--- config.mk ---
export PLATFORM = sky130hd
export DESIGN_NAME = gir_front
export DESIGN_NICKNAME = d
export VERILOG_FILES = /design/src/rtl/gir_pkg.sv /design/src/rtl/gir_front.sv
export SDC_FILE = /design/constraint.sdc
export NUM_CORES = 2
export LEC_CHECK = 0
export BUFFER_PORTS_ARGS = -buffer_cell sky130_fd_sc_hd__buf_2
export CORE_UTILIZATION = 60
export CTS_CLUSTER_DIAMETER = 80
export DETAILED_ROUTE_END_ITERATION = 8
export PLACE_DENSITY = 0.84
export SLEW_MARGIN = 20
export SYNTH_ARGS = -nofsm -noshare
export SYNTH_HDL_FRONTEND = slang
export SYNTH_SLANG_ARGS = --single-unit
--- constraint.sdc ---
create_clock -name clk -period 25.1 [get_ports clk]
set_input_delay 3.765 -clock clk [delete_from_list [all_inputs] [get_ports clk]]
set_output_delay 3.765 -clock clk [all_outputs]
set_load 0.01 [all_outputs]
--- src/rtl/gir_pkg.sv ---
// shared types, constants and helpers for the graded-index ray refractor
// no dependencies; imported by every rtl module of the block
package gir_pkg;

	// index polynomial in q1.30: n(t) = c - (bk*t >> 18) - (ak*t*t >> 34)
	localparam logic [31:0] IDX_C30 = 32'd1431297851;
	localparam logic [25:0] IDX_BK  = 26'd39945257;
	localparam logic [28:0] IDX_AK  = 29'd367043370;

	// 0.001 in q1.30
	localparam logic signed [32:0] EPS30 = 33'sd1073742;
	localparam logic [15:0] UNIT14 = 16'd16384;

	localparam logic [31:0] TEMP_MAX = 32'd24320;
	localparam logic [31:0] BAND_MAX = 32'd131072;

	// register indexes
	localparam logic [1:0] REG_TOP  = 2'd0;
	localparam logic [1:0] REG_BOT  = 2'd1;
	localparam logic [1:0] REG_BAND = 2'd2;

	// height class of an item
	localparam logic [1:0] CLS_TOP  = 2'd0;
	localparam logic [1:0] CLS_BOT  = 2'd1;
	localparam logic [1:0] CLS_BAND = 2'd2;

	localparam int QDEPTH = 2;
	localparam int QAW    = $clog2(QDEPTH);

	// one classified item waiting for the back end
	typedef struct packed {
		logic [1:0]       cls;
		logic [18:0]      w;
		logic [2:0][15:0] c;
		logic [14:0]      prior;
		logic [31:0]      l2;
	} item_t;

	// register view handed to the front and back ends
	typedef struct packed {
		logic signed [31:0] ntop;
		logic signed [31:0] nbot;
		logic [17:0]        band;
	} cfg_t;

	function automatic logic signed [15:0] clamp_mag(input logic [63:0] m, input logic neg);
		logic [15:0] v;
		v = (m > 64'(UNIT14)) ? UNIT14 : m[15:0];
		return neg ? -$signed(v) : $signed(v);
	endfunction

	function automatic logic [15:0] mag16(input logic signed [15:0] x);
		return x[15] ? 16'(-x) : x;
	endfunction

endpackage

--- src/rtl/gir_front.sv ---
// front end: takes items, classifies the height, squares the direction
// and holds classified items in a short queue; depends on gir_pkg
module gir_front import gir_pkg::*; (
	input  logic               clk,
	input  logic               arst_n,
	input  logic               start,
	input  logic               recalc,
	input  logic [17:0]        band,
	input  logic signed [23:0] height,
	input  logic signed [15:0] dir_x,
	input  logic signed [15:0] dir_y,
	input  logic signed [15:0] dir_z,
	input  logic [14:0]        prior_index,
	input  logic               pop,
	output logic               busy,
	output logic               empty,
	output item_t              head
);

	logic signed [25:0] h2, lpos, lneg, wsum;
	logic [1:0]         cls;
	logic               acc;

	logic               vld_s1;
	logic [1:0]         cls_s1;
	logic [18:0]        w_s1;
	logic [2:0][15:0]   c_s1;
	logic [14:0]        prior_s1;
	logic [30:0]        sqx_s1, sqy_s1, sqz_s1;
	logic signed [31:0] px, py, pz;

	item_t              q_mem [QDEPTH];
	logic [QAW-1:0]     wp_q, rp_q;
	logic [QAW:0]       cnt_q;

	assign h2   = {height[23], height, 1'b0};
	assign lpos = {8'd0, band};
	assign lneg = -lpos;
	assign wsum = h2 + lpos;

	always_comb begin
		if (h2 > lpos)
			cls = CLS_TOP;
		else if (h2 < lneg)
			cls = CLS_BOT;
		else if (band == 18'd0)
			cls = CLS_BOT;
		else
			cls = CLS_BAND;
	end

	// room is reserved for the item in s1 before a new one is taken
	assign busy = recalc || ((cnt_q + {{QAW{1'b0}}, vld_s1}) >= (QAW+1)'(QDEPTH));
	assign acc  = start && !busy;
	assign empty = (cnt_q == '0);

	assign px = dir_x * dir_x;
	assign py = dir_y * dir_y;
	assign pz = dir_z * dir_z;

	always_ff @(posedge clk or negedge arst_n) begin
		if (!arst_n)
			vld_s1 <= 1'b0;
		else
			vld_s1 <= acc;
	end

	always_ff @(posedge clk) begin
		if (acc) begin
			cls_s1   <= cls;
			w_s1     <= wsum[18:0];
			c_s1     <= {dir_z, dir_y, dir_x};
			prior_s1 <= prior_index;
			sqx_s1   <= px[30:0];
			sqy_s1   <= py[30:0];
			sqz_s1   <= pz[30:0];
		end
	end

	always_ff @(posedge clk) begin
		if (vld_s1) begin
			q_mem[wp_q].cls   <= cls_s1;
			q_mem[wp_q].w     <= w_s1;
			q_mem[wp_q].c     <= c_s1;
			q_mem[wp_q].prior <= prior_s1;
			q_mem[wp_q].l2    <= {1'b0, sqx_s1} + {1'b0, sqy_s1} + {1'b0, sqz_s1};
		end
	end

	always_ff @(posedge clk or negedge arst_n) begin
		if (!arst_n) begin
			wp_q  <= '0;
			rp_q  <= '0;
			cnt_q <= '0;
		end else begin
			if (vld_s1) wp_q <= wp_q + 1'b1;
			if (pop) rp_q <= rp_q + 1'b1;
			cnt_q <= cnt_q + {{QAW{1'b0}}, vld_s1} - {{QAW{1'b0}}, pop};
		end
	end

	assign head = q_mem[rp_q];

endmodule

==> results.toml <==
[outcome]
run_status = "finished clean"

[detailed_routing]
detailed_route_wl_um = 93100
dr_total_vias = 27807
detail_route.wl_per_cell_um = 18.2
vias_per_cell = 5.44
drtAntennaViolNets = 0
drtPass1Iterations = 5
drtIter0Drc = 1863
remaining_drc_errors = 0

[die]
placeableCoreArea_um2 = 71700
initial_core_util_pct = 60.8
ioPinCount = 228
std_cell_rows = 98
die-height_um = 272
die_span_x_um = 272
floorplan.die_area_um2 = 73700

[clocking]
cts.repair_timing.setup_buffer_count = 0
clk_latency_ns = 0.60
cts_max_level = 2
cts_resized = 0
clock-sinks = 408
cts_buffer_depth = 3
hold_fix_buffers_cts = 0
tritoncts_clock_tree = "built"
clk_pin_slew_worst_paths_ns = 0.06
clk_root_buffer_cell = "clkbuf_16"
cts_inserted_buffers = 48

[global_routing]
globalRoute.totalOverflow = 0
grt_use_total_pct = 26.3
initial_antenna_violation_count = 0
grt_first_pass_wirelength_um = 153000
grt_max_degree = 80
grt_pass1_vias = 30549

[synthesis]
synth-compound-area-share_pct = 5.59
syn_area_um2 = 43600
synth-edff-count = 403
synth_xor_area_share_pct = 3.74
post_synth_num_cell_types = 68
yosys_warnings = 0
synth_top_family_by_area = "adder cells"
synth_seq_area_share_pct = 28.0
yosys.area_share.adder_pct = 43.0
flip_flop_cell_with_the_highest_count_after_synthesis = "edfxtp_1"
synthArstFlopShare_pct = 1.23
yosys-mux-area-fraction_pct = 3.07
yosys.area_share.simple_pct = 7.00
post_synth.cell_area_avg_um2 = 11.1
postSynthRegisterBits = 408
postSynthCellCount = 3916

[final_layout]
insertedDiodeCount = 0
final_cell_mix = "inv_1, fa_1, edfxtp_1"
final_layout_size_suffix_gt1_share_pct = 11.1
final_common_cell = "inv_1"
layout.nets = 5295
postLayoutCoreUtil_pct = 65.9
area_growth_pct = 8.51

[worst_setup_path]
cp-start-kind = "input port"
largest_fanout_on_the_critical_path = 18
criticalPathCategory = "in2reg"
endpoint_kind = "register"
critPathRequiredTime_ns = 25.45
worst_ep_arrival_time_ns = 10.43

[sta]
layout_min_cycle_time_ns = 10.08
tightest_slew_ns = 1.09
final_cycle_utilization_of_the_critical_path_pct = 40.2
timing.setup.tns_ns = 0
slew_headroom_pct = 27.4
timing.final.setup_violations = 0
setup_repair_after_global_routing_missed_its_margin = "no"
worst_slack_ns = 15.02
timing.fmax_mhz = 99.2
final_max_slew_viol_count = 0
finClkSkew_ns = 0.0167
hold_viol_final = 0

[placement]
globalplace.congestion = 0.959
preCtsSetupSlack_ns = 14.46
number_of_buffers_inserted_by_port_buffering = 227
dp_hpwl_um = 74200

[hold_path]
timing.hold.worst.class = "reg2reg"

[job]
drv_cap = 0
==> path summary, 6_finish.rpt <==
kind                            startpoint            to  slack [ns]  cells after the start
worst max-delay path             dir_y[15]    sqy_s1[30]       15.02                     22
worst min-delay path              c_s1[30]  q_mem[1][77]        0.44                      0
worst max register to register   sqx_s1[4]  q_mem[1][29]       20.75                     11
worst min register to register    c_s1[30]  q_mem[1][77]        0.44                      0
max in group asynchronous           arst_n          rp_q       21.97                      1
min in group asynchronous           arst_n      cnt_q[1]        2.98                      1
==> routing by layer <==
layer	routed length (um)	track usage, %	part of all wire [%]	vias to the layer above
met5	0	0	0	-
met4	3410	10.1	3.7	0
met3	5570	3.69	6.0	206
met2	47600	46.0	51	865
met1	36500	33.2	39	14090
li1	-	-	-	12646
==> worst max-delay path: stages <==
cell       delay, ns
buf_2           0.23
inv_1           0.47
nor2_1          0.18
fa_1            0.72
inv_1           0.12
fa_1            0.58
inv_1           0.29
fa_1            0.50
fa_1            0.50
fa_1            0.49
inv_1           0.05
fa_1            0.47
inv_1           0.04
ha_1            0.34
nand4_1         0.16
nor2_1          0.06
nand2_1         0.07
o22ai_1         0.09
o41ai_1         0.74
o2111ai_1       0.24
a21oi_1         0.23
xnor2_1         0.08
==> layout make-up <==
class / instances / area [um^2]
repair buffers: 234 / 1190
flip-flops and latches: 408 / 12200
clock inverters: 35 / 378
multi-input cells: 2400 / 27200
well taps: 950 / 1190
inverters: 1027 / 3850
clock buffers: 55 / 1250
fillers: 5309 / 24400
==> Yosys cell counts, drive strengths merged, types with 15 or more instances <==
master  count  area, um^2
a21o       56         420
edfxtp    403       12100
and3       16         100
mux2      119        1340
nand2     250         941
o21ai      56         280
xor2       40         350
and2       91         569
fa        718       14400
a21oi     107         539
nor2b      17         106
xnor2     146        1280
inv      1021        3830
nor3       30         161
ha        348        4350
clkbuf     79         297
nand2b     22         138
o21a       15         113
nor2      176         661
a211oi     20         150
o21bai     28         210
==> flip-flops by register name, indices dropped and copies added, names as in the netlist <==
signal,flops
w_s1,19
c_s1,48
vld_s1,1
sqx_s1,29
cls_s1,2
cnt_q,2
sqz_s1,29
q_mem,232
sqy_s1,29
prior_s1,15
rp_q,1
wp_q,1
==> metrics by stage <==
| step | instances | cell area, um^2 | hold slack [ns] |
|---|---|---|---|
| final | 5109 | 47300 | 0.438 |
| after global routing | 5109 | 47300 | 0.446 |
| after CTS | 5109 | 47300 | 0.438 |
| after detailed placement | 5019 | 45700 | 0.429 |
| after global placement | 5019 | 45700 | 0.422 |
| after floorplan | 3918 | 43600 | 0.421 |
==> cell families (layout without fill, tap and decap cells) <==
group                      count (synthesis)  count (layout)
buffers and inverters                   1110            1351
adders and majority gates               1066            1066
and+or+nand+nor                          657             657
DFF                                      408             408
AOI/OAI and AO/OA                        369             369
xor gates and xnor gates                 186             186
muxes                                    119             119
other                                      1               3
Power is not shown: default switching activity piles up to over one toggle a cycle in this logic, so the estimate is an artifact.
