$ cat src/rtl/gir_pkg.sv
// shared types, constants and helpers for the graded-index ray refractor
// no dependencies; imported by every rtl module of the block
package gir_pkg;

	// index polynomial in q1.30: n(t) = c - (bk*t >> 18) - (ak*t*t >> 34)
	localparam logic [31:0] IDX_C30 = 32'd1431297851;
	localparam logic [25:0] IDX_BK  = 26'd39945257;
	localparam logic [28:0] IDX_AK  = 29'd367043370;

	// 0.001 in q1.30
	localparam logic signed [32:0] EPS30 = 33'sd1073742;
	localparam logic [15:0] UNIT14 = 16'd16384;

	localparam logic [31:0] TEMP_MAX = 32'd24320;
	localparam logic [31:0] BAND_MAX = 32'd131072;

	// register indexes
	localparam logic [1:0] REG_TOP  = 2'd0;
	localparam logic [1:0] REG_BOT  = 2'd1;
	localparam logic [1:0] REG_BAND = 2'd2;

	// height class of an item
	localparam logic [1:0] CLS_TOP  = 2'd0;
	localparam logic [1:0] CLS_BOT  = 2'd1;
	localparam logic [1:0] CLS_BAND = 2'd2;

	localparam int QDEPTH = 2;
	localparam int QAW    = $clog2(QDEPTH);

	// one classified item waiting for the back end
	typedef struct packed {
		logic [1:0]       cls;
		logic [18:0]      w;
		logic [2:0][15:0] c;
		logic [14:0]      prior;
		logic [31:0]      l2;
	} item_t;

	// register view handed to the front and back ends
	typedef struct packed {
		logic signed [31:0] ntop;
		logic signed [31:0] nbot;
		logic [17:0]        band;
	} cfg_t;

	function automatic logic signed [15:0] clamp_mag(input logic [63:0] m, input logic neg);
		logic [15:0] v;
		v = (m > 64'(UNIT14)) ? UNIT14 : m[15:0];
		return neg ? -$signed(v) : $signed(v);
	endfunction

	function automatic logic [15:0] mag16(input logic signed [15:0] x);
		return x[15] ? 16'(-x) : x;
	endfunction

endpackage

$ cat src/rtl/gir_cfg.sv
// configuration registers with apb access and the precomputed layer indices
// depends on gir_pkg
module gir_cfg import gir_pkg::*; (
	input  logic        clk,
	input  logic        arst_n,
	input  logic        psel,
	input  logic        penable,
	input  logic        pwrite,
	input  logic [3:0]  paddr,
	input  logic [31:0] pwdata,
	output logic [31:0] prdata,
	output logic        pready,
	output cfg_t        cfg,
	output logic        recalc
);

	localparam logic [1:0] RECALC_CYC = 2'd3;

	logic [14:0] top_q, bot_q;
	logic [17:0] band_q;
	logic [1:0]  recalc_q;
	logic        wr;

	logic [29:0] t2top_s1, t2bot_s1;
	logic [22:0] tbtop_s1, tbbot_s1, tbtop_s2, tbbot_s2;
	logic [24:0] tatop_s2, tabot_s2;
	logic [31:0] ntop_s3, nbot_s3;
	logic [40:0] ptop, pbot;
	logic [58:0] qtop, qbot;

	assign pready = 1'b1;
	assign wr = psel && penable && pwrite;

	always_ff @(posedge clk or negedge arst_n) begin
		if (!arst_n) begin
			top_q    <= '0;
			bot_q    <= '0;
			band_q   <= '0;
			recalc_q <= RECALC_CYC;
		end else begin
			if (wr)
				recalc_q <= RECALC_CYC;
			else if (recalc_q != 2'd0)
				recalc_q <= recalc_q - 2'd1;
			if (wr) begin
				case (paddr[3:2])
					REG_TOP: begin
						if (pwdata <= TEMP_MAX) top_q <= pwdata[14:0];
					end
					REG_BOT: begin
						if (pwdata <= TEMP_MAX) bot_q <= pwdata[14:0];
					end
					REG_BAND: begin
						if (pwdata <= BAND_MAX) band_q <= pwdata[17:0];
					end
					default: ;
				endcase
			end
		end
	end

	always_comb begin
		case (paddr[3:2])
			REG_TOP:  prdata = {17'd0, top_q};
			REG_BOT:  prdata = {17'd0, bot_q};
			REG_BAND: prdata = {14'd0, band_q};
			default:  prdata = '0;
		endcase
	end

	assign ptop = IDX_BK * top_q;
	assign pbot = IDX_BK * bot_q;
	assign qtop = IDX_AK * t2top_s1;
	assign qbot = IDX_AK * t2bot_s1;

	// index polynomial, three stages, refreshed continuously
	always_ff @(posedge clk) begin
		t2top_s1 <= top_q * top_q;
		t2bot_s1 <= bot_q * bot_q;
		tbtop_s1 <= ptop[40:18];
		tbbot_s1 <= pbot[40:18];
		tbtop_s2 <= tbtop_s1;
		tbbot_s2 <= tbbot_s1;
		tatop_s2 <= qtop[58:34];
		tabot_s2 <= qbot[58:34];
		ntop_s3  <= IDX_C30 - {9'd0, tbtop_s2} - {7'd0, tatop_s2};
		nbot_s3  <= IDX_C30 - {9'd0, tbbot_s2} - {7'd0, tabot_s2};
	end

	assign cfg.ntop = $signed(ntop_s3);
	assign cfg.nbot = $signed(nbot_s3);
	assign cfg.band = band_q;
	assign recalc = (recalc_q != 2'd0);

endmodule

$ cat config.mk
export PLATFORM = sky130hd
export DESIGN_NAME = gir_cfg
export DESIGN_NICKNAME = d
export VERILOG_FILES = /design/src/rtl/gir_pkg.sv /design/src/rtl/gir_cfg.sv
export SDC_FILE = /design/constraint.sdc
export NUM_CORES = 2
export LEC_CHECK = 0
export BUFFER_PORTS_ARGS = -buffer_cell sky130_fd_sc_hd__buf_2
export CORE_MARGIN = 8
export CORE_UTILIZATION = 51
export CTS_CLUSTER_SIZE = 25
export DETAILED_ROUTE_END_ITERATION = 16
export PLACE_DENSITY = 0.76
export SLEW_MARGIN = 20
export SYNTH_ARGS = -nofsm -noshare
export SYNTH_HDL_FRONTEND = slang
export SYNTH_SLANG_ARGS = --single-unit
$ cat constraint.sdc
create_clock -name clk -period 14.7 [get_ports clk]
set_input_delay 1.47 -clock clk [delete_from_list [all_inputs] [get_ports clk]]
set_output_delay 1.47 -clock clk [all_outputs]
set_load 0.005 [all_outputs]
==> impl_metrics.json <==
{
  "outcome": "complete, no violations",
  "grt_pass1_wl_um": 205000,
  "slowest_stage": "dfxtp_1",
  "switching_share_pct": 35.5,
  "grt_pass1_vias": 40000,
  "cp-end-kind": "flip-flop",
  "power_frac_seq_pct": 29.3,
  "power_frac_clock_pct": 33.1,
  "leakagePower_uw": 0.0338,
  "place_congestion": 0.944,
  "cp-start-kind": "flip-flop",
  "post_cts_buffers": 0,
  "synthCells": 5540,
  "layout.nets": 7883,
  "synthFlopType": "dfxtp_1",
  "hp-class": "reg -> reg",
  "clk_latency_ps": 600,
  "firstDrtPassIters": 5,
  "clk_pin_slew_ps": 60,
  "antenna_found_initial": 4,
  "fin_crit_sh_pct": 53.1,
  "slew_headroom_pct": 22.5,
  "p_int_uw": 2030,
  "routedWlPerCell_um": 17.5,
  "timing.hold.ws_ps": 322,
  "wirelength_um": 125000,
  "path_class": "reg -> reg",
  "antenna_left": 0,
  "antenna_cells": 0,
  "seqCellArea_mm2": 0.00634,
  "wl_met3_um": 8870,
  "die_width_um": 345,
  "drv_cap": 0,
  "clock_sinks": 304,
  "yosys.area.top_type": "fa_1",
  "ctsHoldBuffers": 0,
  "boundaryPins": 157,
  "fin_setup_tns_ps": 0,
  "dr.max_layer_used": "met4",
  "grt_util_all_layers_pct": 21.0,
  "vias": 37100,
  "min_period_ps": 7810,
  "p_sw_uw": 1120,
  "yosys-top-cells-area": "fa_1, ha_1, inv_1",
  "cts_buffers": 38,
  "grt_start_max_net_pins": 51,
  "io_buffers": 129,
  "start_util_pct": 51.5,
  "drive_gt1_share_pct": 5.02,
  "tightest_slew_ps": 1160,
  "crit_required_ps": 15160,
  "clock-root-buffer": "clkbuf_16",
  "power_uw": 3150,
  "drv_slew": 0,
  "ys_types": 76,
  "comb_power_share_pct": 37.5,
  "syn2layout_area_growth_pct": 6.79,
  "multiInputGateArea_mm2": 0.0425,
  "cts_tree": "built",
  "path_cells": "ha_1 -> inv_1 -> fa_1 -> inv_1 -> ha_1 -> inv_1 -> fa_1 -> inv_1 -> fa_1 -> fa_1 -> fa_1 -> ha_1 -> a211oi_1 -> o211ai_1 -> a41oi_1 -> nand4b_1 -> a21oi_1 -> a21oi_2 -> a41oi_2 -> o41ai_2 -> a311oi_1 -> o21bai_1 -> xnor2_1",
  "finalHoldViolations": 0,
  "met1_length_um": 56400,
  "crit_path_max_fanout": 9,
  "async_flop_share_pct": 16.4,
  "finClkSkew_ps": 39.4,
  "post_drt_via_cell_ratio": 5.21,
  "yosysWarnings": 0,
  "met2_wirelength_um": 56700,
  "cpLargestDelayFamily": "adder cells",
  "rrSetupSlack_ps": 6890,
  "power.density_mw_per_mm2": 53.4,
  "core_area_mm2": 0.107,
  "clockBufferDepth": 3,
  "layout_setup_ws_ps": 6890,
  "yosys.area.top_type_share_pct": 33.2,
  "max_stage_delay_ps": 790,
  "dp_hpwl_um": 107000,
  "synth_area_per_cell_um2": 9.97,
  "finalSetupViolCount": 0,
  "crit_arrival_ps": 8260,
  "cp_num_buf_inv": 4,
  "synth_most_common_cell": "inv_1",
  "synth_edf_count": 0,
  "synthTopCellsByCount": "inv_1, ha_1, fa_1",
  "max_freq_mhz": 128,
  "rsz0062_at_grt": "false",
  "syn_area_mm2": 0.0552,
  "ys_seq_elements": 304,
  "dieArea_mm2": 0.119,
  "vdd_drop_max_v": 0.0000974,
  "dpl_worst_slack_ps": 6950,
  "yosysSeqAreaShare_pct": 11.5,
  "fillerInstances": 9142,
  "core.rowCount": 120,
  "cp_common_cell": "fa_1",
  "cts_resized": 0,
  "die_h_um": 345,
  "drc": 0,
  "htreeDepth": 2,
  "gr-total-overflow": 0,
  "drt-initial-drc-count": 1985
}
-- power groups by stage --
stage | clock [uW] | combinational [uW] | sequential (uW)
final | 1040 | 1180 | 925
after global routing | 1100 | 1330 | 931
after CTS | 1070 | 1180 | 926
after detailed placement | 0 | 1170 | 944
after global placement | 0 | 1130 | 941
after floorplan | 0 | 855 | 944
-- path summary, 6_finish.rpt --
kind,from,to,depth (start not counted)
worst max-delay path,t2bot_s1[14]$_DFF_P_,tabot_s2[24]$_DFF_P_,23
worst min-delay path,tbbot_s1[20]$_DFF_P_,tbbot_s2[20]$_DFF_P_,0
worst max register to register,t2bot_s1[14]$_DFF_P_,tabot_s2[24]$_DFF_P_,23
worst min register to register,tbbot_s1[20]$_DFF_P_,tbbot_s2[20]$_DFF_P_,0
max in group asynchronous,arst_n,top_q[11]$_DFFE_PN0P_,2
min in group asynchronous,arst_n,band_q[14]$_DFFE_PN0P_,2
-- metal layers --
metal / track usage [%] / vias to the layer above
met5: 0 / -
met4: 4.71 / 0
met3: 3.33 / 175
met2: 34.4 / 1040
met1: 29.4 / 18400
li1: - / 17500
-- state kept, by name, indices dropped and copies added (netlist names), 18 cells and up --
register / flops
t2bot_s1: 29
t2top_s1: 29
nbot_s3: 27
ntop_s3: 27
tabot_s2: 25
tatop_s2: 25
tbbot_s1: 23
tbbot_s2: 23
tbtop_s1: 23
tbtop_s2: 23
band_q: 18
-- layout make-up --
| cell class | instances | area share, % |
|---|---|---|
| clock buffer | 42 | 1.67 |
| clock inverter | 27 | 0.736 |
| inverter | 1637 | 10.4 |
| multi-input combinational | 3562 | 72.1 |
| sequential | 304 | 10.7 |
| tap | 1403 | 2.98 |
| timing repair buffer | 150 | 1.36 |
-- layout by cell type, fill, tap and decap left out, types with 10 or more instances in the layout --
cell / netlist / routed
nand2_1: 177 / 177
conb_1: 2 / 25
and3_1: 18 / 18
a31oi_1: 17 / 17
clkbuf_16: 0 / 38
buf_4: 25 / 21
fa_1: 915 / 915
and2_1: 30 / 30
mux2i_1: 17 / 17
o21bai_1: 31 / 31
xnor2_1: 133 / 133
nor3_1: 29 / 29
o211ai_1: 11 / 11
inv_1: 1632 / 1632
ha_1: 1234 / 1234
nor2b_1: 39 / 39
nor2_1: 160 / 160
nand4_1: 19 / 19
o21a_1: 26 / 26
nand2b_1: 17 / 17
and4_1: 10 / 10
buf_2: 1 / 129
or2_2: 15 / 15
dfrtp_1: 48 / 48
a21oi_1: 180 / 180
xor2_1: 70 / 70
mux2_2: 36 / 36
a21o_1: 97 / 97
dfxtp_1: 254 / 254
o21ai_0: 107 / 107
nand3_1: 38 / 38
-- logic make-up after synthesis --
kind of cell	synth area share [%]
adder cells (fa/ha/maj)	61.1
buffers and inverters	11.7
XOR/XNOR	3.22
AO/OA/AOI/OAI	6.43
flip-flops	11.5
AND/OR/NAND/NOR	5.02
other	0.0136
multiplexers	1.04
-- metrics by stage --
step                      std cells  cell area (um2)  util [%]
final                          7125            59000      55.0
after floorplan                5563            55300         -
after global placement         7056            57600      53.7
after global routing           7125            59000      55.0
after detailed placement       7056            57600      53.7
after CTS                      7125            59000      55.0
No activity file was read; power rests on OpenSTA's default activity.
